`config.mk`:
```
export PLATFORM = sky130hd
export DESIGN_NAME = sov_role
export DESIGN_NICKNAME = d
export VERILOG_FILES = /design/src/sv/sov_pkg.sv /design/src/sv/sov_role.sv
export SDC_FILE = /design/constraint.sdc
export NUM_CORES = 1
export LEC_CHECK = 0
export BUFFER_PORTS_ARGS = -buffer_cell sky130_fd_sc_hd__buf_2
export CAP_MARGIN = 20
export CORE_MARGIN = 10
export CORE_UTILIZATION = 55
export DETAILED_ROUTE_END_ITERATION = 8
export HOLD_SLACK_MARGIN = 0.08
export PLACE_DENSITY = 0.83
export SKIP_LAST_GASP = 1
export SYNTH_ARGS = -nofsm -noshare
export SYNTH_HDL_FRONTEND = slang
export SYNTH_SLANG_ARGS = --single-unit
```
`constraint.sdc`:
```
create_clock -name clk -period 9.1 [get_ports clk]
set_input_delay 1.82 -clock clk [delete_from_list [all_inputs] [get_ports clk]]
set_output_delay 1.82 -clock clk [all_outputs]
set_load 0.1 [all_outputs]
```
`src/sv/sov_pkg.sv`:
```
// ============================================================================
// Shape pair overlap test - shared package
// Widths, pipeline payload types and fixed-point helpers used by every stage.
// ============================================================================
`default_nettype none

package sov_pkg;

    // Width of every coordinate and size field
    localparam int CB = 24;
    // Signed width of a far edge (corner plus size) and of any difference
    localparam int EB = CB + 2;
    // Unsigned width of a distance along one axis, or of a radius sum
    localparam int MB = CB + 1;
    // Width of a squared distance; a sum of two squares takes one bit more
    localparam int SB = 2 * MB;
    // Number of distance lanes (one per rectangle edge)
    localparam int NL = 4;

    localparam logic KIND_RECT   = 1'b0;
    localparam logic KIND_CIRCLE = 1'b1;

    typedef logic signed [CB-1:0] coord_t;
    typedef logic        [CB-1:0] size_t;
    typedef logic signed [EB-1:0] edge_t;
    typedef logic        [MB-1:0] mag_t;
    typedef logic        [SB-1:0] sq_t;
    typedef logic        [SB:0]   sum_t;

    typedef enum logic [1:0] {
        PAIR_RR,
        PAIR_CC,
        PAIR_RC
    } pair_t;

    // One request as it arrives
    typedef struct packed {
        logic   a_kind;
        coord_t a_x;
        coord_t a_y;
        size_t  a_w;
        size_t  a_h;
        size_t  a_r;
        logic   b_kind;
        coord_t b_x;
        coord_t b_y;
        size_t  b_w;
        size_t  b_h;
        size_t  b_r;
    } shape_pair_t;

    // After role selection: circle centre, rectangle (or second centre) box
    typedef struct packed {
        pair_t  pair;
        logic   rr_hit;
        coord_t cx;
        coord_t cy;
        coord_t rx;
        coord_t ry;
        edge_t  right;
        edge_t  top;
        mag_t   t;
    } geom_t;

    // After differences: per-lane axis distances
    typedef struct packed {
        pair_t             pair;
        logic              rr_hit;
        logic              centre_in;
        mag_t [NL-1:0]     dx;
        mag_t [NL-1:0]     dy;
        mag_t              t;
    } span_t;

    // After squaring
    typedef struct packed {
        pair_t             pair;
        logic              rr_hit;
        logic              centre_in;
        sq_t  [NL-1:0]     dx2;
        sq_t  [NL-1:0]     dy2;
        sq_t               t2;
    } square_t;

    // Sign-extend a coordinate to edge width
    function automatic edge_t ext_coord(coord_t v);
        return {{(EB-CB){v[CB-1]}}, v};
    endfunction

    // Zero-extend a size to edge width
    function automatic edge_t ext_size(size_t v);
        return {{(EB-CB){1'b0}}, v};
    endfunction

    // True when a signed difference is strictly positive
    function automatic logic is_pos(edge_t v);
        return !v[EB-1] && (v != '0);
    endfunction

    // Magnitude of a difference; the reachable range fits MB bits
    function automatic mag_t abs_edge(edge_t v);
        edge_t n;
        n = -v;
        return v[EB-1] ? n[MB-1:0] : v[MB-1:0];
    endfunction

    // Distance from a point to an interval, given p - lo and p - hi
    function automatic mag_t gap_edge(edge_t d_lo, edge_t d_hi);
        mag_t g;
        if (d_lo[EB-1])
        begin
            g = abs_edge(d_lo);
        end
        else if (is_pos(d_hi))
        begin
            g = d_hi[MB-1:0];
        end
        else
        begin
            g = '0;
        end
        return g;
    endfunction

endpackage

`default_nettype wire

```
`src/sv/sov_role.sv`:
```
// ============================================================================
// Shape pair overlap test - role stage
// Classifies the pair, runs the rectangle/rectangle test and picks which
// shape acts as circle and which as box, forming the far edges.
// ============================================================================
`default_nettype none

module sov_role
    import sov_pkg::*;
(
    input  wire logic        clk,
    input  wire logic        en,
    input  wire shape_pair_t req,
    output geom_t            geom
);

    geom_t geom_reg;
    geom_t geom_next;

    // Classify, test rectangle pair, select roles
    always_comb
    begin
        edge_t a_l;
        edge_t a_b;
        edge_t a_rt;
        edge_t a_tp;
        edge_t b_l;
        edge_t b_b;
        edge_t b_rt;
        edge_t b_tp;
        edge_t box_l;
        edge_t box_b;
        logic  circ_is_a;

        a_l  = ext_coord(req.a_x);
        a_b  = ext_coord(req.a_y);
        a_rt = a_l + ext_size(req.a_w);
        a_tp = a_b + ext_size(req.a_h);
        b_l  = ext_coord(req.b_x);
        b_b  = ext_coord(req.b_y);
        b_rt = b_l + ext_size(req.b_w);
        b_tp = b_b + ext_size(req.b_h);

        case ({req.a_kind, req.b_kind})
            {KIND_RECT, KIND_RECT}:     geom_next.pair = PAIR_RR;
            {KIND_CIRCLE, KIND_CIRCLE}: geom_next.pair = PAIR_CC;
            default:                    geom_next.pair = PAIR_RC;
        endcase

        geom_next.rr_hit = (a_l <= b_rt) && (b_l <= a_rt) && (a_b <= b_tp) && (b_b <= a_tp);

        // A circle in the first slot takes the circle role; the other shape
        // provides the box corner (or the second centre)
        circ_is_a   = (req.a_kind == KIND_CIRCLE);
        geom_next.cx = circ_is_a ? req.a_x : req.b_x;
        geom_next.cy = circ_is_a ? req.a_y : req.b_y;
        geom_next.rx = circ_is_a ? req.b_x : req.a_x;
        geom_next.ry = circ_is_a ? req.b_y : req.a_y;
        box_l = circ_is_a ? b_l : a_l;
        box_b = circ_is_a ? b_b : a_b;
        geom_next.right = circ_is_a ? b_rt : a_rt;
        geom_next.top   = circ_is_a ? b_tp : a_tp;
        if (req.a_kind == KIND_CIRCLE && req.b_kind == KIND_CIRCLE)
        begin
            geom_next.t = {1'b0, req.a_r} + {1'b0, req.b_r};
        end
        else
        begin
            geom_next.t = {1'b0, (circ_is_a ? req.a_r : req.b_r)};
        end
        // Corner edges are the corner itself; kept for symmetry of the sums
        if (box_l != ext_coord(geom_next.rx) || box_b != ext_coord(geom_next.ry))
        begin
            geom_next.rr_hit = 1'b0;
        end
    end

    // Advance when this stage is empty or the next stage takes the item
    always_ff @(posedge clk)
    begin
        if (en)
        begin
            geom_reg <= geom_next;
        end
    end

    assign geom = geom_reg;

endmodule

`default_nettype wire

```
==> results.yml <==
timing:
  fin_setup_tns_ps: 0
  fin_crit_ps: 6070
  drv_slew: 0
  rsz0062_at_grt: "no"
  fmax_mhz: 165
  relSlewSlack: 0.303
  finalSetupViolations: 0
  fin_crit_sh: 0.667
  hold_violations: 0
  worst_pin_slew_ps: 1040
setup_path:
  critPathArrivalTime_ps: 6260
  worstPathMaxFanout: 3
  startpoint_type: "primary input"
  critPathCapture: "geom[173]$_DFFE_PP_"
  crit_type: "primary input to flip-flop"
  cp-startpoint: "req[217]"
  worstPathRequired_ps: 9290
  worstSetupEndpointType: "flip-flop"
route:
  dr.first_iter.drc_count: 1218
  postRouteAntennaNets: 0
  totalWireLength_um: 51000
  wl_per_cell_um: 21.7
  vias: 14500
  drc: 0
  vias_per_cell: 6.16
  drtPass1Iterations: 6
synthesis:
  ys_types: 65
  ys_top_cells_by_count: "ha_1, edfxtp_1, a21oi_1"
  syn_avg_cell_area_um2: 10.3
  syn_nets: 2022
  synth_top_cells_by_area: "edfxtp_1, ha_1, mux2_2, a21oi_1, mux2i_1"
  netlist_instances: 1544
  ys_ff_latch: 176
  ys_seq_area_frac: 0.334
  synth-main-ff-cell: "edfxtp_1"
  synth_edf_count: 176
  async_flop_share: 0
  synth_most_common_cell: "ha_1"
  ys_warn_count: 0
  synth_area_leader_cell: "edfxtp_1"
  syn_area_mm2: 0.0158
  synth_top_area_share: 0.334
floorplan:
  die_h_um: 190
  die_x_um: 190
  initial_core_util: 0.554
  dieArea_mm2: 0.0360
  core.rowCount: 62
  ios: 420
  core_mm2: 0.0285
hold_path:
  hp-class: "primary input to flip-flop"
final_layout:
  drive_gt1_frac: 0.288
  final_area_mm2: 0.0189
  syn2layout_area_growth_pct: 19.1
  layout.nets: 2429
  num-fill-cells: 2298
  largest_register_ffs: 176
clock_tree:
  cts.path.max_buffers: 2
  clock-root-buffer: "clkbuf_16"
  ctsResizeCount: 0
  clkTransAtPathRegs_ps: 70
  numCtsBuffers: 17
  ctsHoldBuffers: 0
  postCtsSetupBuffers: 0
  cts_tree: "done"
  htree_levels: 4
  cts.sinks: 176
global_route:
  antenna_found_initial: 9
  grt_pass1_vias: 14600
  grt_max_degree: 106
  grt_usage: 0.270
  grt_pass1_wl_um: 78000
  grt_overflow: 0
run_status:
  status: "finished clean"
pwr:
  cellLeakagePower_uw: 0.00855
  max-vdd-ir-drop_mv: 0.125
  power_uw: 3540
  p_per_area_mw_per_mm2: 188
placement:
  portBuffers: 419
  gp_congestion: 0.997
  dpl-instance-area_mm2: 0.0183
  dpl.hpwl_um: 40800
flow_run:
  max_cap_violations: 0
## worst max-delay path: stages
cell	delay (ps)
buf_2	120
ha_1	230
fa_1	430
a211oi_1	340
o211ai_1	230
a211oi_1	400
o211ai_1	210
a221oi_1	450
o31ai_1	150
xnor2_1	170
ha_1	320
and4_1	230
nand4_1	140
nor3_1	370
o41ai_1	160
o211ai_1	140
xnor2_1	160
o2bb2ai_1	130
a221oi_1	60
## power by group
group / internal [uW] / switching, uW / leakage (uW)
Clock: 359 / 363 / 0.000271
Combinational: 475 / 1300 / 0.00656
Sequential: 1010 / 28.0 / 0.00172
Total: 1850 / 1690 / 0.00855
## layout by cell type, fill, tap and decap left out, drive strengths merged, types with 34 or more instances in the layout
cell type / instances
a211oi: 34
a21o: 68
a21oi: 132
buf: 423
edfxtp: 176
ha: 229
inv: 60
mux2: 98
mux2i: 60
nand2: 88
nor2: 66
o21ai: 96
xnor2: 55
xor2: 52
## layer usage
| layer | vias to the layer above | wire [um] | global-route usage |
|---|---|---|---|
| met5 | - | 53 | 0 |
| met4 | 8 | 2010 | 0.121 |
| met3 | 132 | 4070 | 0.0644 |
| met2 | 711 | 25200 | 0.465 |
| met1 | 6830 | 19600 | 0.312 |
| li1 | 6831 | - | - |
## through the flow
step	std cells	utilization	setup slack, ps	hold slack (ps)
floorplan	1544	-	3480	1930
global placement	2316	0.641	2860	2120
detailed placement	2316	0.641	2650	2140
CTS	2348	0.660	3120	1670
global route	2352	0.660	2690	1680
finish	2354	0.661	3030	1680
## final cells by class
type,instances,area (um^2),share of cell area
Sequential cell,176,5290,0.280
Tap cell,384,480,0.0255
Multi-Input combinational cell,1283,10200,0.541
Clock inverter,15,124,0.00657
Timing Repair Buffer,423,2140,0.113
Clock buffer,17,425,0.0226
Antenna cell,6,15.0,0.000796
Inverter,50,188,0.00995
## cells by family (layout without fill, tap and decap cells)
group,count (synthesis),count (layout),share of synthesized area
AOI/OAI and AO/OA,465,465,0.191
xor gates and xnor gates,107,107,0.0592
adders and majority gates,234,234,0.187
buffers and inverters,85,505,0.0216
DFF,176,176,0.334
muxes,158,158,0.108
other,0,6,0
and+or+nand+nor,319,319,0.0998
## worst min-delay path by stage
stage | from | endpoint | slack (ps) | cells after the start
after global routing | req[120] | geom[175]$_DFFE_PP_ | 1680 | 2
after floorplan | en | geom[0]$_DFFE_PP_ | 1930 | 0
after global placement | req[120] | geom[175]$_DFFE_PP_ | 2120 | 2
after detailed placement | req[120] | geom[175]$_DFFE_PP_ | 2140 | 2
after CTS | req[120] | geom[175]$_DFFE_PP_ | 1670 | 2
final | req[120] | geom[175]$_DFFE_PP_ | 1680 | 2
(Power assumes the default switching activity.)
